===== config.mk =====
export PLATFORM = sky130hd
export DESIGN_NAME = prat_group_sel
export DESIGN_NICKNAME = d
export VERILOG_FILES = /design/src/rtl/prat_pkg.sv /design/src/rtl/prat_group_sel.sv
export SDC_FILE = /design/constraint.sdc
export NUM_CORES = 1
export LEC_CHECK = 0
export ABC_AREA = 1
export ABC_CLOCK_PERIOD_IN_PS = 1900
export BUFFER_PORTS_ARGS = -buffer_cell sky130_fd_sc_hd__clkbuf_2
export CORE_AREA = 2 2 122 124
export CTS_CLUSTER_SIZE = 28
export DETAILED_ROUTE_END_ITERATION = 16
export DIE_AREA = 0 0 124 126
export GPL_TIMING_DRIVEN = 0
export PLACE_DENSITY = 0.59
export SYNTH_ARGS = -nofsm -noshare
export SYNTH_HDL_FRONTEND = slang
export SYNTH_SLANG_ARGS = --single-unit

===== constraint.sdc =====
create_clock -name clk -period 1.9 [get_ports clk]
set_input_delay 0.19 -clock clk [delete_from_list [all_inputs] [get_ports clk]]
set_output_delay 0.19 -clock clk [all_outputs]
set_load 0.02 [all_outputs]

===== src/rtl/prat_pkg.sv =====
// ----------------------------------------------------------------------------
// prat_pkg
// Shared types, constants and helpers of the prefix rule address translator.
// ----------------------------------------------------------------------------
package prat_pkg;

	localparam int unsigned ADDR_W        = 32;
	localparam int unsigned SLOT_W        = 6;
	localparam int unsigned LEN_W         = 6;
	localparam int unsigned CFG_W         = 7;
	localparam int unsigned HIT_W         = 6;
	localparam int unsigned MAX_RULES_DEF = 64;
	localparam int unsigned GRP_SIZE      = 8;
	localparam int unsigned GRP_IW        = 3;

	typedef enum logic {
		OP_TRANSLATE = 1'b0,
		OP_WRITE     = 1'b1
	} opcode_t;

	// Input item, fields in interface order
	typedef struct packed {
		opcode_t             opcode;
		logic [ADDR_W-1:0]   requester_addr;
		logic [ADDR_W-1:0]   peer_addr;
		logic [SLOT_W-1:0]   rule_slot;
		logic [ADDR_W-1:0]   new_for_prefix;
		logic [LEN_W-1:0]    new_for_len;
		logic                new_stop;
		logic [ADDR_W-1:0]   new_from_prefix;
		logic [LEN_W-1:0]    new_from_len;
		logic [ADDR_W-1:0]   new_to_addr;
	} req_t;

	// Result item
	typedef struct packed {
		logic [ADDR_W-1:0]   result_addr;
		logic                rewritten;
		logic                stopped;
		logic                hit_valid;
		logic [HIT_W-1:0]    hit_rule;
	} rsp_t;

	// One stored rule; lengths are kept as bit masks
	typedef struct packed {
		logic [ADDR_W-1:0]   for_prefix;
		logic [ADDR_W-1:0]   for_mask;
		logic                stop;
		logic [ADDR_W-1:0]   from_prefix;
		logic [ADDR_W-1:0]   from_mask;
		logic [ADDR_W-1:0]   to_addr;
	} rule_t;

	// Rule write broadcast to every table cell
	typedef struct packed {
		logic                en;
		logic [SLOT_W-1:0]   slot;
		rule_t               rule;
	} rule_wr_t;

	// First firing rule within one group of cells
	typedef struct packed {
		logic                hit;
		logic [GRP_IW-1:0]   idx;
		logic                stop;
		logic [ADDR_W-1:0]   to_addr;
	} grp_t;

	// Mask of the len most significant bits; len above ADDR_W gives all ones
	function automatic logic [ADDR_W-1:0] prefix_mask(input logic [LEN_W-1:0] len);
		logic [ADDR_W-1:0] m;
		for (int b = 0; b < ADDR_W; b++) begin
			m[b] = (LEN_W'(ADDR_W - 1 - b) < len);
		end
		return m;
	endfunction

endpackage


===== src/rtl/prat_group_sel.sv =====
// ----------------------------------------------------------------------------
// prat_group_sel
// Stage 2 of the lookup: finds the lowest firing rule of one group of cells
// and picks its stop flag and replacement address.
// ----------------------------------------------------------------------------
module prat_group_sel (
	input  logic                                                   clk,
	input  logic [prat_pkg::GRP_SIZE-1:0]                          fire,
	input  logic [prat_pkg::GRP_SIZE-1:0]                          stop,
	input  logic [prat_pkg::GRP_SIZE-1:0][prat_pkg::ADDR_W-1:0]    to_addr,
	output prat_pkg::grp_t                                         grp_s3
);

	prat_pkg::grp_t pick;

	// Priority pick, lowest index wins
	always_comb begin
		pick = '0;
		for (int i = prat_pkg::GRP_SIZE - 1; i >= 0; i--) begin
			if (fire[i]) begin
				pick.hit     = 1'b1;
				pick.idx     = prat_pkg::GRP_IW'(i);
				pick.stop    = stop[i];
				pick.to_addr = to_addr[i];
			end
		end
	end

	always_ff @(posedge clk) begin
		grp_s3 <= pick;
	end

endmodule


* Word-level counts from Yosys, hierarchy flattened *
Index checks and enable logic that the tools add are counted.

cells by class
  reductions and logical operators = 3
  mux-type cells = 8

operator list
  kind                number
  36-bit two-way mux  3
  35-bit two-way mux  2
  37-bit two-way mux  1
  34-bit two-way mux  1
  33-bit two-way mux  1
  7-bit OR reduction  1
  4-bit OR reduction  1
  2-bit OR reduction  1

word-level totals
  logic and storage cells = 17
  bits in registers = 37
  output and inout port bits = 37

* Logic depth before layout (Yosys ltp) *
  depth in word-level cells = 8
  depth in mapped cells = 11
  mapped depth without buffers = 9

* Worst setup path before layout *
OpenSTA, ideal clock, no wires.

  path kind = input-to-reg
  from = in fire[7] in the netlist's numbering
  to = reg grp_s3[35] in the netlist's numbering
  library setup time = 0.130 ns
  data arrival time = 1.016 ns
  path slack = 0.754 ns
  stages = 5
  required time = 1.770 ns
  buffers on the path = 2
  cell sequence = buf_2 -> buf_2 -> or2_2 -> nor3_1 -> nor3_1

between the ends
  cells in the longest elaborated chain, start to end = 4

ends and longest elaborated chain
  what                              line                  source
  start: declaration                prat_group_sel.sv:8   input logic [prat_pkg::GRP_SIZE-1:0] fire,
  37-bit two-way mux                prat_group_sel.sv:20  if (fire[i]) begin
  36-bit two-way mux (3 in series)  prat_group_sel.sv:20
  end signal: assignment            prat_group_sel.sv:30  grp_s3 <= pick;
  end: declaration                  prat_group_sel.sv:11  output prat_pkg::grp_t grp_s3

Every way passes these cells.
A chain may end at the register's enable or synchronous reset.

==> flow_summary_export.csv <==
group,metric,value,unit
outcome,status,"finished, final reports clean",
logic_synthesis,synth_nets,957,
floorplanning,start_util,24.3,%
placed_design,place.gp.congestion,0.829,
cells_and_area,largest_register,"grp_s3",
global_routing,grt_max_degree,14,
floorplanning,ioPinCount,310,
sta,rsz0062_at_grt,"no",
clock_network,clk_pin_slew,0.06,ns
sta,period_share,61.3,%
clock_network,clock-sinks,37,
flow_run,maxCapViolations,0,
cells_and_area,syn_to_final_growth,55.6,%
logic_synthesis,synthTopCellsByArea,"nand2_1 (36%), dfxtp_1 (21%), nor2_1 (13%)",
cells_and_area,largest_reg_flops,37,
clock_network,hold_buffers,0,
sta,slew_viol_final,0,
sta,timing.final.hold_violations,0,
logic_synthesis,synth.most_common_cell,"nand2_1",
critical_path,critPathLaunchType,"input pin",
logic_synthesis,synth_common_cells,"nand2_1 (335), nor2_1 (118), a21oi_1 (45), dfxtp_1 (37), nand3_1 (33)",
drt,drtPass1Iterations,5,
floorplanning,core,14300,um2
floorplanning,rows,44,
drt,antenna_left,0,
global_routing,antenna_found_initial,0,
cells_and_area,largestRegisters,"grp_s3 x37",
global_routing,grt_pass1_vias,5055,
clock_network,cts_root_buf,"clkbuf_16",
critical_path,critPathRequiredTime,2.13,ns
logic_synthesis,synth-seq-area-share,21.3,%
cells_and_area,design_area,5420,um2
clock_network,clock_path_buffers,2,
global_routing,grt_pass1_wl,25.8,mm
floorplanning,dieArea,15600,um2
clock_network,htreeDepth,2,
clock_network,cts_tree,"yes",
floorplanning,die_w,124,um
logic_synthesis,synthesis.instances,684,
clock_network,postCtsSetupRepairBufs,0,
drt,vias_per_cell,4.47,
drt,routed-via-count,5266,
clock_network,numCtsBuffers,5,
power,power_density,565,nW/um2
logic_synthesis,async_flop_share,0,%
clock_network,cts_resized,0,
drt,avgRoutedWirePerCell,14.9,um
power,power_leakage,3.19,nW
logic_synthesis,synth_warnings,0,
placed_design,post_dp_cell_area,5220,um2
logic_synthesis,synth_top_area_share,36.1,%
logic_synthesis,netlist_area,3480,um2
cells_and_area,n_antenna_cell,0,
sta,setup_viol,0,
global_routing,overflow,0,
logic_synthesis,synth_top_area_cell,"nand2_1",
power,ir_drop,0.000419,V
cells_and_area,nets,1266,
logic_synthesis,yosys_register_bits,37,
critical_path,cp-end-kind,"flop",
floorplanning,fp.dieH,126,um
logic_synthesis,synth_edf_count,0,
critical_path,crit_fanout,10,
logic_synthesis,avgSynthCellArea,5.09,um2
drt,finalWirelength,17.5,mm
drt,initialDrtViolationCount,263,
drt,drc,0,
sta,timing.slew.headroom,61.0,%
global_routing,grt_usage,21.7,%
sta,period_minus_slack,1.16,ns
hold_path,hold_class,"input pin to flop",
placed_design,dpl.hpwl,15.0,mm
sta,finalSetupTns,0,ns
placed_design,portBuffers,302,
critical_path,cp_data_arrival_time,1.39,ns
logic_synthesis,synth-main-ff-cell,"dfxtp_1",
logic_synthesis,synth_cell_type_count,19,
sta,worst_pin_slew,0.584,ns
critical_path,critPathKind,"input pin to flop",
sta,fmax,0.859,GHz
cells_and_area,layout-drive-gt1-share,36.4,%
cells_and_area,fin_util,37.8,%
per-layer routing:
layer	wire (um)	global-route usage, %	part of all wire (%)
met5	0	0	0
met4	291	4.69	1.7
met3	1710	6.75	9.7
met2	8650	39.5	49
met1	6880	24.5	39
layout make-up:
cell class,count,area [um2]
Fill cell,1689,8900
Tap cell,184,230
Sequential cell,37,741
Buffer,53,262
Clock buffer,5,125
Timing Repair Buffer,302,1510
Inverter,6,22.5
Multi-Input combinational cell,588,2460
Clock inverter,3,68.8
final timing paths:
check / start / end / slack (ns) / cells after the start
worst max-delay path: fire[5] / grp_s3[12]$_DFF_P_ / 0.74 / 9
worst min-delay path: to_addr[23] / grp_s3[23]$_DFF_P_ / 0.09 / 3
report_power, final:
| part | leakage [nW] | internal, W | switching, W |
|---|---|---|---|
| clock | 0.0944 | 0.000757 | 0.000361 |
| sequential | 0.311 | 0.000848 | 0.0000179 |
| combinational | 2.78 | 0.000452 | 0.000624 |
| total | 3.19 | 0.00206 | 0.00100 |
placed cells by master (no fill, tap or decap), drive strengths merged:
master / count
nor3: 2
a31oi: 24
o21ai: 1
a22oi: 10
nand2: 335
dfxtp: 37
nor2: 136
clkinv: 1
buf: 32
bufinv: 2
nand3: 33
or2: 2
inv: 6
a21oi: 45
clkbuf: 328
per-stage QoR:
| stage | instances | hold slack, ns | total power (W) | setup slack, ns |
|---|---|---|---|---|
| after global routing | 1178 | 0.0956 | 0.00327 | 0.569 |
| final | 1178 | 0.0909 | 0.00306 | 0.736 |
| after global placement | 1170 | 0.388 | 0.00196 | 0.448 |
| after floorplan | 684 | 0.296 | 0.00146 | 0.754 |
| after detailed placement | 1170 | 0.388 | 0.00196 | 0.428 |
| after CTS | 1178 | 0.0802 | 0.00311 | 0.732 |
critical path: stages:
cell	delay, ns
buf_2	0.15
inv_2	0.13
clkbuf_1	0.35
nand2_1	0.09
nand2_1	0.16
nand2_1	0.10
nand2_1	0.09
nand2_1	0.05
nand2_1	0.06
cell families (layout without fill, tap and decap cells):
kind of cell / Yosys count / after routing / synth area share (%)
simple gates: 508 / 508 / 57.5
compound gates: 80 / 80 / 13.1
buf+inv: 59 / 369 / 8.16
flops: 37 / 37 / 21.3
No activity file was read; power rests on OpenSTA's default activity.
