**src/rtl/prat_pkg.sv**
```systemverilog
// ----------------------------------------------------------------------------
// prat_pkg
// Shared types, constants and helpers of the prefix rule address translator.
// ----------------------------------------------------------------------------
package prat_pkg;

	localparam int unsigned ADDR_W        = 32;
	localparam int unsigned SLOT_W        = 6;
	localparam int unsigned LEN_W         = 6;
	localparam int unsigned CFG_W         = 7;
	localparam int unsigned HIT_W         = 6;
	localparam int unsigned MAX_RULES_DEF = 64;
	localparam int unsigned GRP_SIZE      = 8;
	localparam int unsigned GRP_IW        = 3;

	typedef enum logic {
		OP_TRANSLATE = 1'b0,
		OP_WRITE     = 1'b1
	} opcode_t;

	// Input item, fields in interface order
	typedef struct packed {
		opcode_t             opcode;
		logic [ADDR_W-1:0]   requester_addr;
		logic [ADDR_W-1:0]   peer_addr;
		logic [SLOT_W-1:0]   rule_slot;
		logic [ADDR_W-1:0]   new_for_prefix;
		logic [LEN_W-1:0]    new_for_len;
		logic                new_stop;
		logic [ADDR_W-1:0]   new_from_prefix;
		logic [LEN_W-1:0]    new_from_len;
		logic [ADDR_W-1:0]   new_to_addr;
	} req_t;

	// Result item
	typedef struct packed {
		logic [ADDR_W-1:0]   result_addr;
		logic                rewritten;
		logic                stopped;
		logic                hit_valid;
		logic [HIT_W-1:0]    hit_rule;
	} rsp_t;

	// One stored rule; lengths are kept as bit masks
	typedef struct packed {
		logic [ADDR_W-1:0]   for_prefix;
		logic [ADDR_W-1:0]   for_mask;
		logic                stop;
		logic [ADDR_W-1:0]   from_prefix;
		logic [ADDR_W-1:0]   from_mask;
		logic [ADDR_W-1:0]   to_addr;
	} rule_t;

	// Rule write broadcast to every table cell
	typedef struct packed {
		logic                en;
		logic [SLOT_W-1:0]   slot;
		rule_t               rule;
	} rule_wr_t;

	// First firing rule within one group of cells
	typedef struct packed {
		logic                hit;
		logic [GRP_IW-1:0]   idx;
		logic                stop;
		logic [ADDR_W-1:0]   to_addr;
	} grp_t;

	// Mask of the len most significant bits; len above ADDR_W gives all ones
	function automatic logic [ADDR_W-1:0] prefix_mask(input logic [LEN_W-1:0] len);
		logic [ADDR_W-1:0] m;
		for (int b = 0; b < ADDR_W; b++) begin
			m[b] = (LEN_W'(ADDR_W - 1 - b) < len);
		end
		return m;
	endfunction

endpackage

```
**src/rtl/prat_rule_cell.sv**
```systemverilog
// ----------------------------------------------------------------------------
// prat_rule_cell
// One table entry: rule storage, requester and peer prefix compare, and the
// stage 2 register of its fire and stop bits.
// ----------------------------------------------------------------------------
module prat_rule_cell #(
	parameter int unsigned IDX = 0
) (
	input  logic                            clk,
	input  prat_pkg::rule_wr_t              wr,
	input  logic [prat_pkg::CFG_W-1:0]      rules_in_use,
	input  logic [prat_pkg::ADDR_W-1:0]     requester_addr,
	input  logic [prat_pkg::ADDR_W-1:0]     peer_addr,
	output logic                            fire_s2,
	output logic                            stop_s2,
	output logic [prat_pkg::ADDR_W-1:0]     to_addr
);

	prat_pkg::rule_t entry_q;
	logic            in_use;
	logic            for_hit;
	logic            from_hit;

	// Entry storage, undefined until written
	always_ff @(posedge clk) begin
		if (wr.en && (32'(wr.slot) == 32'(IDX))) begin
			entry_q <= wr.rule;
		end
	end

	// Prefix compares
	assign in_use   = 32'(rules_in_use) > 32'(IDX);
	assign for_hit  = ((requester_addr ^ entry_q.for_prefix) & entry_q.for_mask) == '0;
	assign from_hit = ((peer_addr ^ entry_q.from_prefix) & entry_q.from_mask) == '0;

	// Rule ends the search: in use, requester match, and stop rule or peer match
	always_ff @(posedge clk) begin
		fire_s2 <= in_use && for_hit && (entry_q.stop || from_hit);
		stop_s2 <= entry_q.stop;
	end

	assign to_addr = entry_q.to_addr;

endmodule

```
**config.mk**
```make
export PLATFORM = sky130hd
export DESIGN_NAME = prat_rule_cell
export DESIGN_NICKNAME = d
export VERILOG_FILES = /design/src/rtl/prat_pkg.sv /design/src/rtl/prat_rule_cell.sv
export SDC_FILE = /design/constraint.sdc
export NUM_CORES = 1
export LEC_CHECK = 0
export BUFFER_PORTS_ARGS = -buffer_cell sky130_fd_sc_hd__buf_2
export CAP_MARGIN = 40
export CELL_PAD_IN_SITES_DETAIL_PLACEMENT = 1
export CELL_PAD_IN_SITES_GLOBAL_PLACEMENT = 2
export CORE_MARGIN = 5
export CORE_UTILIZATION = 33
export CTS_BUF_LIST = sky130_fd_sc_hd__clkbuf_4 sky130_fd_sc_hd__clkbuf_8
export CTS_CLUSTER_DIAMETER = 50
export DETAILED_ROUTE_END_ITERATION = 12
export GPL_ROUTABILITY_DRIVEN = 0
export PLACE_DENSITY_LB_ADDON = 0.08
export SLEW_MARGIN = 20
export SYNTH_ARGS = -nofsm -noshare
export SYNTH_HDL_FRONTEND = slang
export SYNTH_SLANG_ARGS = --single-unit
```
**constraint.sdc**
```tcl
create_clock -name clk -period 22.9 [get_ports clk]
set_input_delay 4.58 -clock clk [delete_from_list [all_inputs] [get_ports clk]]
set_output_delay 4.58 -clock clk [all_outputs]
set_load 0.01 [all_outputs]
```
After elaboration in Yosys (flattened, before gate mapping)
Index checks and enable logic that the tools add are counted.
{ "op_classes": {"n_eq_ne": 0, "n_bitwise": 4, "n_reduce_logical": 7, "order_cmp": 1, "shift": 0, "add_sub_neg": 0, "n_mul": 0, "n_div": 0, "mux": 0} }
{ "op_table": {"columns": ["operator", "n"], "rows": [
  ["32-bit bitwise AND", 2],
  ["32-bit zero test", 2],
  ["32-bit bitwise XOR", 2],
  ["7-bit by 1-bit > comparator with 1-bit output (second input constant)", 1],
  ["6-bit zero test", 1],
  ["1-bit logical AND", 3],
  ["1-bit logical OR", 1]
]} }
{ "totals": {"n_memories": 0, "reg_bits": 163, "ram_bits": 0, "inputBits": 240, "rom_bits": 0, "latch_bits": 0, "elab_cells": 20, "output_inout_bits": 34} }

Longest topological paths before layout
Gate-level depths: netlist of run 1.
{ "logic_depth": {"word_depth": 5, "ltp_mapped": 5, "depth_no_buf": 5} }

Worst setup path after synthesis of run 1
OpenSTA, ideal clock, no wires.
{ "synth_timing": {"path_kind": "input -> register", "start": "input wr[163] (netlist name)", "end": "register entry_q[100] (netlist name) (enable)", "stages": 2, "setup_ns": 1.094, "required_time_ns": 21.806, "arrival_time_ns": 20.387, "path_slack_ns": 1.419, "path_cell_list": "or4b_2 > nor4_1"} }
{ "synth_via": {"elab_chain_len": 2} }
{ "synth_lines": {"columns": ["item", "line_no", "source"], "rows": [
  ["start, declared", "prat_rule_cell.sv:10", "input prat_pkg::rule_wr_t wr,"],
  ["6-bit zero test", "prat_rule_cell.sv:26", "if (wr.en && (32'(wr.slot) == 32'(IDX))) begin"],
  ["1-bit logical AND", "prat_rule_cell.sv:26", null],
  ["end signal, assigned", "prat_rule_cell.sv:27", "entry_q <= wr.rule;"],
  ["end, declared", "prat_rule_cell.sv:19", "prat_pkg::rule_t entry_q;"]
]} }
Every way passes these cells.
A chain may end at the register's enable or synchronous reset.

Worst setup path in the final report of run 1
{ "layout_timing": {"start": "input wr[163] (netlist name)", "end": "register entry_q[71] (netlist name) (enable)"} }
The elaborated chain is that of the path after synthesis.

==> results of run 1 <==
[state kept, by name, indices dropped and copies added (netlist names)]
signal   count
entry_q    129
to_addr     32
fire_s2      1
stop_s2      1
[power breakdown]
group          leakage, nW  internal [mW]  switching, mW
sequential            1.46          0.329       0.000565
clock                0.226          0.142          0.105
combinational         1.49         0.0185         0.0111
[final timing paths]
path	depth (start not counted)	from	to
setup / recovery	5	wr[163]	entry_q[71]
hold reg to reg	0	entry_q[96]	stop_s2
setup reg to reg	5	entry_q[87]	fire_s2
hold / removal	0	entry_q[96]	stop_s2
[worst register-to-register path, stage by stage, from the launching register on]
cell and delay (ps):
sky130_fd_sc_hd__edfxtp_1 390, sky130_fd_sc_hd__xor2_1 180, sky130_fd_sc_hd__a22oi_1 210, sky130_fd_sc_hd__nand4_1 130, sky130_fd_sc_hd__or4_1 610, sky130_fd_sc_hd__a2111oi_2 370
[layout make-up]
type,count,share of cell area (%)
Clock inverter,13,2.91
Clock buffer,18,3.02
Inverter,1,0.0470
Timing Repair Buffer,277,17.7
Multi-Input combinational cell,110,11.6
Sequential cell,163,61.1
Tap cell,229,3.59
[cells by family (layout without fill, tap and decap cells)]
kind of cell,Yosys count,after routing,share of synthesized area [%]
buf+inv,33,309,4.04
xor+xnor,64,64,9.28
simple gates,13,13,1.47
compound gates,33,33,4.52
flops,163,163,80.7
[cell usage after synthesis, drive strengths merged]
master   count
a2111oi      1
a221oi       4
a222oi       1
a22o         4
a22oi       23
and3         1
buf         32
dfxtp        2
edfxtp     161
inv          1
nand3        2
nand4        5
nor3         1
nor4         2
or4          1
or4b         1
xor2        64
[placed cells by master (no fill, tap or decap), drive strengths merged]
| master | count |
|---|---|
| a2111oi | 1 |
| a221oi | 4 |
| a222oi | 1 |
| a22o | 4 |
| a22oi | 23 |
| and3 | 1 |
| buf | 277 |
| bufinv | 6 |
| clkbuf | 18 |
| clkinv | 3 |
| clkinvlp | 3 |
| dfxtp | 2 |
| edfxtp | 161 |
| inv | 2 |
| nand3 | 2 |
| nand4 | 5 |
| nor3 | 1 |
| nor4 | 2 |
| or4 | 1 |
| or4b | 1 |
| xor2 | 64 |
[metal layers]
metal,GRT usage [%],wire (um),up-vias
met5,0,53,-
met4,4.71,240,8
met3,5.89,1260,25
met2,23.1,7450,155
met1,15.4,5460,1645
li1,-,-,1682
[metrics by stage]
stage	power [mW]	hold WS (ps)	setup WS, ps
2_1_floorplan	0.345	348	1420
5_1_grt	0.631	410	16090
3_5_place_dp	0.367	384	15740
3_3_place_gp	0.366	361	15780
4_1_cts	0.616	403	16230
6_report	0.606	399	16220
==> flow_results.org, run 1 <==
** Final layout
- Combined area of the multi-input logic cells :: between 900 and 1000 um^2
- Antenna Diode Count :: 0
- The final layout contains 810 nets.
- The post-route netlist has 53.6% of its cells at a drive strength greater than 1.
- Summing all flip-flop and latch instances after layout gives 4870 um^2.
- With fillers left out, the area of the finished cells amounts to 7980 um^2.
- Post-layout utilization of the core :: ~44%
- For this run, the number of standard cells in the final layout without fillers is 811.
- Counting the fill cells in the layout gives about 1900.
- Layout area overhead :: 32.2%

** Clock network
- Gates resized during post-CTS repair numbered 0.
- Clock tree from TritonCTS :: done
- The cell sitting at the root of the clock tree is a sky130_fd_sc_hd__clkbuf_8.
- Counting along the longest clock path gives a buffer depth of 2.
- Hold-fix buffers at CTS :: 0
- TritonCTS buffer count :: 17
- At the later pin of the worst-skew pair, clock insertion delay measures approximately 440 ps.
- CTS saw 163 sinks.
- The clock tree synthesis step divided the H-tree into 4 levels.
- Setup Buffers After CTS :: 0
- Clock transition at path regs :: 80 ps

** Synthesis
- Top post-synthesis cells by area :: sky130_fd_sc_hd__edfxtp_1 80%, sky130_fd_sc_hd__xor2_1 9.3%, sky130_fd_sc_hd__buf_4 4.0%
- Counting every net in the synthesized netlist gives 546.
- Mapped Avg Cell Area :: 19.7 um^2
- Counting flops and latches in the post-synthesis netlist gives 163.
- Of the synthesized area, sequential elements account for 80.7%.
- Yosys warning total :: 0
- The share of synthesized area in the top cell type comes to 80.0%.
- sky130_fd_sc_hd__edfxtp_1 takes more of the synthesized area than any other cell.
- Synth Instances :: 306
- Count of distinct cell types in the synthesized netlist :: 19
- In this run the cell area of the synthesized design comes to 6040 um^2.

** Detailed routing
- Via count of the routed design :: 3515
- Post-Route WL :: 14500 um
- DRC errors left :: 0
- The count of nets left with antenna violations once routing finished came out at 0.
- Final routed wire length divided by cell count :: roughly 18 um
- Via density per instance :: 4.33
- The first detailed-routing pass ran for 5 iterations.
- For this block, the initial DRC count from the detailed router was roughly 100.

** Critical path
- The critical path contains buffers and inverters numbering 3 combined.
- In this design, the stage delay of the slowest critical-path cell is 670 ps.
- Register-to-register setup slack :: 20910 ps
- Crit path kind :: input port to flip-flop
- Ordered cell list for the critical path :: buf_2 > or4b_2 > nor4_2 > buf_4 > buf_4
- Data arrival time of the worst path :: between 6000 and 7000 ps
- STA classifies the critical path endpoint as a flip-flop.
- The slowest stage of the critical path belongs to the cell sky130_fd_sc_hd__or4b_2.
- Crit path top cell by count :: sky130_fd_sc_hd__buf_4
- At the worst endpoint, the required time is 22970 ps.
- Startpoint kind of the worst setup timing path :: input port
- Critical path fanouts, max :: 49
- The cell family contributing the most delay on the critical path is buffers and inverters.

** Floorplanning
- 274 I/O pins were placed.
- Die area :: 21100 um^2
- The die is 145 um wide.
- Die Y-Extent :: 145 um
- For this configuration, the core starts out at a cell density of 33.6%.
- The region available for standard cell placement spans about 18000 um^2.
- Number of core rows :: 49

** STA
- The number of hold violations in the final report is 0.
- Setup violations remaining at the end of the flow were counted as 0.
- For the final routed database, the setup TNS stands at 0 ps.
- Fmax achieved :: 150 MHz
- Tightest Pin Transition :: 654 ps
- Portion of the clock cycle consumed by the worst path in the final layout :: 29.2%
- Relative slew slack :: 56.4%
- Counting I/O delays and the setup requirement, the final critical path takes 6680 ps.
- Pins over their slew limit :: 0
- Setup repair after global routing left no endpoint under its margin.
- Maximum clock skew at final layout :: ~13 ps

** GRT
- After global routing the overflow that remains totals 0.
- Via count of the first global-routing pass :: 3957
- Entering global routing, the biggest net connects 70 pins.
- Across every metal layer, demand over resource in global routing totals 13.6%.
- Number of antenna violations at the first check in global routing :: 4
- Global-route wire length before repair :: 22100 um

** Flow run
- Max-cap violations in this run came to 0.

** Outcome
- The flow ran to the end, and the final reports show no timing, DRC or antenna violations.

** Power
- VDD IR-drop max :: 44.3 uV
- The analysis attributes to cell leakage a power of around 3.2 nW.
- PwrDens :: 75.9 nW/um^2

** Placed design
- Buffers placed on the I/O ports in this run total between 200 and 300.
- Counting tap cells, the placed design contains a total of 779 instances.
- In this run the cell area measured after placement is 7480 um^2.
- Detailed placement finished with a half-perimeter wire length of 11400 um.

** Min path
- The path class of the tightest hold or removal check is flip-flop to flip-flop.
Note: power is estimated with default switching activity, not from simulation.
==> run 2: changes to the inputs <==
Settings changed: CORE_UTILIZATION 33 to 29.
Clock period 22.9 ns to 5.69 ns, I/O delays scaled along.
==> run 2 against run 1 <==
Effect of this change: first-iteration DRC count rose by 51%; hold slack got worse by 17 ps; register-to-register slack got worse by 17000 ps; critical path depth fell by 1; flip-flop and latch count did not move; power rose to 3.9 times the previous value; sequential power rose to 4.0 times the previous value; cell count rose by 4.9%; core utilization fell by 5.3 points; largest cell class unchanged.
==> flow_results.org, run 2 (synthesized netlist as in run 1, its figures left out) <==
** Outcome
- Result of the run :: complete, no violations (unchanged)

** Power
- The leakage dissipation came to 3.16 nW (was 3.18 nW).
- The power density over cell area is 298 nW/um^2 (was 75.9 nW/um^2).
- The highest ir drop seen on vdd was 134 uV (was 44.3 uV).

** Final layout
- The utilization after layout is 39.2% (was 44.4%).
- Layout area overhead :: 32.1% (was 32.2%)
- Most frequent cells in the layout: 273 x sky130_fd_sc_hd__buf_2, 161 x sky130_fd_sc_hd__edfxtp_1, 64 x sky130_fd_sc_hd__xor2_1 (unchanged).
- Number of filler instances in the final layout :: 2132 (was 1856)
- The number of flip-flops in the largest register was 129 (unchanged).
- The total non-filler cell area in the finished layout came to 7980 um^2 (about the same).
- Number of nets at the end of the flow :: 807 (was 810)
- The fraction of final layout cells sized beyond drive strength 1 is 53.4% (was 53.6%).
- Largest Register :: entry_q (unchanged)
- Most frequent standard cell in the layout excluding fill and tap cells :: sky130_fd_sc_hd__buf_2 (unchanged)

** STA
- Tightest Pin Transition :: 879 ps (was 654 ps)
- Pins over their slew limit :: 0 (unchanged)
- The final critical path takes up 48.5% of the cycle.
- Setup repair after global routing missed its margin: false (unchanged).
- The headroom to the max-slew limit was 41.4% (was 56.4%).
- The largest clock skew in the final design came to 10.0 ps (was 12.7 ps).
- Tmin final :: around 2800 ps
- The total of endpoints with negative setup slack in the final report was 0 (unchanged).
- The number of hold violations in the final report was 0 (unchanged).
- Fmax achieved :: 362 MHz

** Placed design
- The instance area after placement is 7540 um^2 (was 7480 um^2).
- Port Buffers :: 273 (unchanged)
- Detailed Place HPWL :: 11200 um (was 11400 um)

** Clock network
- The TritonCTS clock tree is done (unchanged).
- Clock transition at path regs :: 80 ps (about the same)
- The CTS buffer count was 17 (unchanged).
- The setup fix buffers added after clock tree synthesis is 0 (unchanged).
- The CTS sink count is 163 (unchanged).
- Post_cts resized :: 0 (unchanged)
- Number of H-tree levels :: 4 (unchanged)
- Hold-fix buffers at CTS :: 0 (unchanged)
- The insertion delay to the later sink of the worst-skew pair came to 440 ps (about the same).
- Number of buffers between clock root and the deepest sink :: 2 (unchanged)
- The clock root buffer is sky130_fd_sc_hd__clkbuf_8 (unchanged).

** Detailed routing
- DRC errors left :: 0 (unchanged)
- The number of detailed-route iterations in the first pass is 4 (was 5).
- Final routed wire length divided by cell count :: 17.2 um (was 17.8 um)
- Via count of the routed design :: 3578 (was 3515)
- Residual antenna-violating net count after detailed routing :: 0 (unchanged)
- Post-Route WL :: 14600 um (was 14500 um)
- Via density per instance :: 4.20 (was 4.33)
- The initial DRC count was 154 (was 102).

** Floorplanning
- Die Y-Extent :: 154 um (was 145 um)
- Area of the core region :: 20400 um^2 (was 18000 um^2)
- The number of rows in the core area was 52 (was 49).
- The number of I/O pins came to 274 (unchanged).
- The chip width is 154 um (was 145 um).
- Die area :: 23800 um^2 (was 21100 um^2)
- Starting Density :: 29.7% (was 33.6%)

** GRT
- Largest net degree at the start of global routing :: 162 (was 70)
- Number of antenna violations at the first check in global routing :: 5 (was 4)
- The overflow left after global routing is 0 (unchanged).
- Global Route Usage Sum :: 12.1% (was 13.6%)
- The via count of the first global-routing pass was 4017 (was 3957).
- The global-route wire length before repair came to 21700 um (was 22100 um).

** Critical path
- Critical Path Sink Type :: flip-flop (unchanged)
- The worst setup path category is input port to flip-flop (unchanged).
- Critical path fanouts, max :: 161 (was 49)
- The startpoint type of the worst setup path was an input port (unchanged).
- The worst endpoint required time was 5760 ps (was 22970 ps).
- The data arrival time of the worst path was 2830 ps (was 6750 ps).

** Min path
- The worst hold path class is flip-flop to flip-flop (unchanged).

** Flow run
- The number of max-cap violations was 0 (unchanged).
[run 2: cell count changes in the layout (fill, tap and decap cells not counted), moves of 2 or more]
cell                         before  now
sky130_fd_sc_hd__bufinv_16        6    4
sky130_fd_sc_hd__clkbuf_4         1    3
sky130_fd_sc_hd__clkinvlp_4       3    1
sky130_fd_sc_hd__buf_4            3    0
sky130_fd_sc_hd__clkinv_2         0    2
[run 2: cell type report]
class / instances / area [um^2] / share of cell area, %
Clock buffer: 20 / 256 / 3.21
Timing Repair Buffer: 274 / 1390 / 17.4
Multi-Input combinational cell: 110 / 941 / 11.8
Clock inverter: 12 / 179 / 2.24
Sequential cell: 163 / 4870 / 61.1
Antenna cell: 1 / 2.50 / 0.0314
Tap cell: 270 / 338 / 4.23
Inverter: 1 / 3.75 / 0.0470
[run 2: per-layer routing]
layer | vias to the layer above | wire length (um) | track usage, % | part of all wire [%]
li1 | 1677 | - | - | -
met1 | 1714 | 5540 | 13.5 | 38
met2 | 151 | 7570 | 20.5 | 52
met3 | 26 | 1240 | 5.20 | 8.5
met4 | 10 | 225 | 4.67 | 1.5
met5 | - | 69 | 0 | 0.47
[run 2: path summary, 6_finish.rpt]
| kind | from | end | slack (ps) | cells past startpoint |
|---|---|---|---|---|
| setup / recovery | wr[163] | entry_q[55] | 2930 | 4 |
| hold / removal | entry_q[96] | stop_s2 | 380 | 0 |
| setup reg to reg | entry_q[84] | fire_s2 | 3700 | 5 |
| hold reg to reg | entry_q[96] | stop_s2 | 380 | 0 |
[run 2: critical path, cell delays in order]
cell and delay [ps]:
sky130_fd_sc_hd__buf_2 90, sky130_fd_sc_hd__or4b_4 530, sky130_fd_sc_hd__nor4_4 270, sky130_fd_sc_hd__buf_12 650
[run 2: power breakdown]
part,switching (mW),internal (mW)
combinational,0.0449,0.0745
sequential,0.00222,1.33
clock,0.432,0.497
total,0.479,1.90
[run 2: stage by stage]
stage               TNS (ps)  setup WS [ps]  hold WS, ps  total power, mW  std cells
global route               0           2920          398             2.49        850
floorplan            -254890          -1580          348             1.39        306
CTS                        0           2990          385             2.42        850
global placement           0           2520          357             1.47        818
detailed placement         0           2500          364             1.48        818
finish                     0           2930          382             2.38        851
==> run 3: changes to the inputs <==
Settings changed: ABC_AREA set to 1, CORE_UTILIZATION 29 to 27.
Clock period 5.69 ns to 2.3 ns, I/O delays scaled along.
==> run 3 against run 2 <==
Effect of this change: sequential share of layout area decreased by 4.4 points; highest routed layer unchanged; register-to-register slack got worse by 2700 ps; hold slack got worse by 200 ps; die area increased by 15%; flip-flop and latch count unchanged; largest power group unchanged; non-clock buffer count increased by 4; synthesized cell count increased by 75%; critical endpoint is now to_addr[21]; clock power increased by 130%.
==> flow_results.org, run 3 <==
** Detailed routing
- The detailed-route wire length was 16900 um (was 14600 um).
- The number of detailed-route iterations in the first pass came to 4 (unchanged).
- Detailed router's first-iteration violation count :: 181 (was 154)
- The via total after detailed routing came to 4599 (was 3578).
- The per-cell via count in the routed design is 4.03 (was 4.20).
- Final routed wire length divided by cell count :: 14.9 um (was 17.2 um)
- The detailed-route DRC error count was 0 (unchanged).
- Residual antenna-violating net count after detailed routing :: 0 (unchanged)

** Synthesis
- The sequential share of the synthesized area is 74.5% (was 80.7%).
- Flop and latch count out of synthesis :: 163 (unchanged)
- The number of distinct library cell variants in the gate-level netlist after synthesis was 18 (was 19).
- The cell type with the highest aggregate area in the netlist is sky130_fd_sc_hd__edfxtp_1 (unchanged).
- Fraction of synthesized cell area taken by the top area cell type :: 73.9% (was 80.0%)
- The most used standard cell by instance count after synthesis is sky130_fd_sc_hd__edfxtp_1 (unchanged).
- The commonest register cell after synthesis is sky130_fd_sc_hd__edfxtp_1 (unchanged).
- Nets in the synthesized netlist :: 774 (was 546)
- The mean cell area of the mapped netlist came to 12.2 um^2 (was 19.7 um^2).
- Top post-synthesis cells by area :: sky130_fd_sc_hd__edfxtp_1 74%, sky130_fd_sc_hd__nand2_1 8.1%, sky130_fd_sc_hd__inv_1 4.8% (was sky130_fd_sc_hd__edfxtp_1 80%, sky130_fd_sc_hd__xor2_1 9.3%, sky130_fd_sc_hd__buf_4 4.0%)
- Most used standard cells in the synthesized netlist: 161 x sky130_fd_sc_hd__edfxtp_1, 142 x sky130_fd_sc_hd__nand2_1, 83 x sky130_fd_sc_hd__inv_1, 58 x sky130_fd_sc_hd__nand3_1, 32 x sky130_fd_sc_hd__buf_4 (was 161 x sky130_fd_sc_hd__edfxtp_1, 64 x sky130_fd_sc_hd__xor2_1, 32 x sky130_fd_sc_hd__buf_4, 22 x sky130_fd_sc_hd__a22oi_1).
- Yosys warning total :: 0 (unchanged)
- Share of synthesized registers carrying an async set or reset :: 0% (unchanged)
- Number of synthesized flops with an enable pin :: 161 (unchanged)
- The count of mapped cells out of synthesis is 534 (was 306).
- Mapped Area :: 6540 um^2 (was 6040 um^2)

** Floorplanning
- # IOs :: 274 (unchanged)
- Area of the core region :: 24100 um^2 (was 20400 um^2)
- Die Y-Extent :: 166 um (was 154 um)
- The initial standard-cell utilization of the core was 27.1% (was 29.7%).
- The floorplan die area is 27400 um^2 (was 23800 um^2).
- The chip width came to 166 um (was 154 um).
- The number of rows in the core area is 57 (was 52).

** Final layout
- Most frequent cells in the layout: 273 x sky130_fd_sc_hd__buf_2, 161 x sky130_fd_sc_hd__edfxtp_1, 142 x sky130_fd_sc_hd__nand2_1 (was 273 x sky130_fd_sc_hd__buf_2, 161 x sky130_fd_sc_hd__edfxtp_1, 64 x sky130_fd_sc_hd__xor2_1).
- Final cell count without fillers :: 1140 (was 851)
- The most common cell after layout, fill and taps aside was sky130_fd_sc_hd__buf_2 (unchanged).
- The top register by number of flip-flops is entry_q (unchanged).
- Layout area overhead :: 31.4% (was 32.1%)
- The fraction of final layout cells sized beyond drive strength 1 was 39.2% (was 53.4%).
- Number of nets at the end of the flow :: 1039 (was 807)
- Number of filler instances in the final layout :: 2763 (was 2132)
- The number of flip-flops in the largest register was 129 (unchanged).

** Critical path
- The register-to-register setup slack came to 960 ps (was 3700 ps).
- The largest incremental delay on the critical path came to 400 ps (was 650 ps).
- The worst flop-to-flop path endpoint is fire_s2 (unchanged).
- The kind of end point of the critical path is a primary output (was flip-flop).
- The cell count of the worst reg-to-reg path was 8 (was 5).
- The combined buffer and inverter count along the critical path was 1 (was 2).
- Crit path kind :: flip-flop to primary output (was input port to flip-flop)
- The critical-path maximum fanout was 1 (was 161).
- Cell at the slowest stage of the critical path :: sky130_fd_sc_hd__edfxtp_1 (was sky130_fd_sc_hd__buf_12)
- The worst endpoint required time came to 1840 ps (was 5760 ps).
- Cell type group with the largest total delay on the critical path :: flip-flops (was simple AND/OR/NAND/NOR gates)
- Crit Reg-Reg Startpoint :: entry_q[75] (was entry_q[84])
- Startpoint kind of the worst setup timing path :: flip-flop (was input port)
- The data arrival time of the worst path came to 990 ps (was 2830 ps).
- Ordered cell list for the critical path :: buf_2 (was buf_2 > or4b_4 > nor4_4 > buf_12)

** STA
- The number of hold violations in the final report is 0 (unchanged).
- Tmin final :: 1450 ps
- The largest clock skew in the final design is 13.9 ps (was 10.0 ps).
- Timing would allow up to a little under 700 MHz.
- Dividing the final minimum period by the clock period gives between 60 and 70%.
- The final hold slack is 179 ps (was 382 ps).
- The number of max-slew violations in the final report was 0 (unchanged).
- The total of endpoints with negative setup slack in the final report is 0 (unchanged).
- Setup repair after global routing missed its margin: false (unchanged).
- Relative slew slack :: 70.5% (was 41.4%)
- Tightest Pin Transition :: 442 ps (was 879 ps)

** Clock network
- TritonCTS Sinks :: 163 (unchanged)
- Clock tree from TritonCTS :: done (unchanged)
- Setup Buffers After CTS :: 0 (unchanged)
- Post_cts resized :: 0 (unchanged)
- Hold-fix buffers at CTS :: 0 (unchanged)
- The CTS buffer count is 17 (unchanged).
- Clock transition at path regs :: 110 ps (was 80 ps)
- The H-tree depth reported by CTS came to 4 (unchanged).
- Clock latency of the later-clocked register in the worst-skew pair :: 440 ps (about the same)
- Root buffer selected by CTS :: sky130_fd_sc_hd__clkbuf_8 (unchanged)
- The number of buffers between clock root and the deepest sink came to 2 (unchanged).

** Min path
- The critical hold path startpoint is wr[29] (was entry_q[96]).
- Worst min-delay path endpoint :: to_addr[29] (was stop_s2)
- The worst hold path class is input port to flip-flop (was flip-flop to flip-flop).
- Count of cells along the worst hold path :: 1 (was 0)

** Power
- The switching power summed over all nets is 1.37 mW (was 479 uW).
- The part of the power in registers is 56.9% (was 55.9%).
- The power density over cell area came to 671 nW/um^2 (was 298 nW/um^2).
- VDD IR-drop max :: 333 uV (was 134 uV)
- Proportion of power drawn by combinational gates :: 5.5% (was 5.0%)
- Clk pwr share :: 37.5% (was 39.1%)
- Internal power consumption :: 4.39 mW (was 1.90 mW)
- The overall power consumption came to 5.77 mW (was 2.38 mW).
- Switch share :: 23.8% (was 20.2%)
- The leakage dissipation came to 3.81 nW (was 3.16 nW).

** GRT
- Global Route Usage Sum :: 12.1% (about the same)
- The number of antenna violations at the first check in global routing was 9 (was 5).
- Global route overflow :: 0 (unchanged)
- The pin count of the biggest net entering global routing came to 78 (was 162).
- Via count of the first global-routing pass :: 5031 (was 4017)
- The global-route wire length before repair is 26000 um (was 21700 um).

** Placed design
- The detailed placer's ending HPWL is 13700 um (was 11200 um).
- The number of instances in the placed design came to 1104 (was 818).
- Port Buffers :: 273 (unchanged)

** Flow run
- Max-cap violations :: 0 (unchanged)

** Outcome
- Result of the run: complete, no violations (unchanged).
[run 3: cell count changes after synthesis, sizes merged, moves of 4 or more]
| cell | change |
|---|---|
| nand3 | +57 |
| nor2 | +27 |
| o21ai | +5 |
| inv | +82 |
| nand2 | +142 |
| a22o | -4 |
| or2 | +15 |
| a221oi | -4 |
| a22oi | -23 |
| nand4 | -4 |
| xor2 | -61 |
[run 3: layer usage]
layer / global-route usage, % / vias to the layer above / routed length (um)
met2: 21.3 / 158 / 8680
met5: 0 / - / 96
li1: - / 2271 / -
met4: 3.66 / 14 / 205
met1: 13.7 / 2131 / 6660
met3: 4.84 / 25 / 1300
[run 3: area by class of cell]
cell class              instances  area [um^2]  share of cell area (%)
flip-flops and latches        163         4870                    56.7
multi-input cells             256         1130                    13.2
inverters                      83          312                    3.62
diodes                          4         10.0                   0.116
repair buffers                278         1440                    16.8
well taps                     324          405                    4.72
clock buffers                  17          234                    2.72
clock inverters                15          184                    2.14
[run 3: cells by family (layout without fill, tap and decap cells)]
group	after synthesis	count (layout)	share of synthesized area [%]
and+or+nand+nor	247	247	16.1
DFF	163	163	74.5
buffers and inverters	115	393	8.44
AOI/OAI and AO/OA	6	6	0.516
xor gates and xnor gates	3	3	0.402
other	0	4	0
[run 3: how the worst max path moves through the flow]
stage	slack, ps	to	start	cells after the start
floorplan	-80	entry_q[100]	wr[162]	2
global placement	410	entry_q[33]	wr[162]	5
detailed placement	390	entry_q[76]	wr[162]	5
CTS	780	to_addr[21]	to_addr[21]	1
global route	770	to_addr[10]	to_addr[10]	1
finish	850	to_addr[21]	to_addr[21]	1
[run 3: stage by stage]
| step | utilization (%) | setup TNS (ps) | setup WS, ps | cell area [um^2] |
|---|---|---|---|---|
| final | 35.7 | 0 | 846 | 8600 |
| after detailed placement | 33.9 | 0 | 387 | 8170 |
| after global routing | 35.6 | 0 | 773 | 8590 |
| after CTS | 35.6 | 0 | 780 | 8590 |
| after floorplan | - | -13470 | -83.7 | 6560 |
| after global placement | 33.9 | 0 | 415 | 8170 |
[run 3: power by group through the flow]
stage / Sequential (mW) / Clock (mW) / Combinational (mW)
final: 3.28 / 2.16 / 0.320
after global placement: 3.35 / 0 / 0.314
after detailed placement: 3.35 / 0 / 0.328
after CTS: 3.28 / 2.30 / 0.329
after floorplan: 3.35 / 0 / 0.0837
after global routing: 3.29 / 2.40 / 0.365
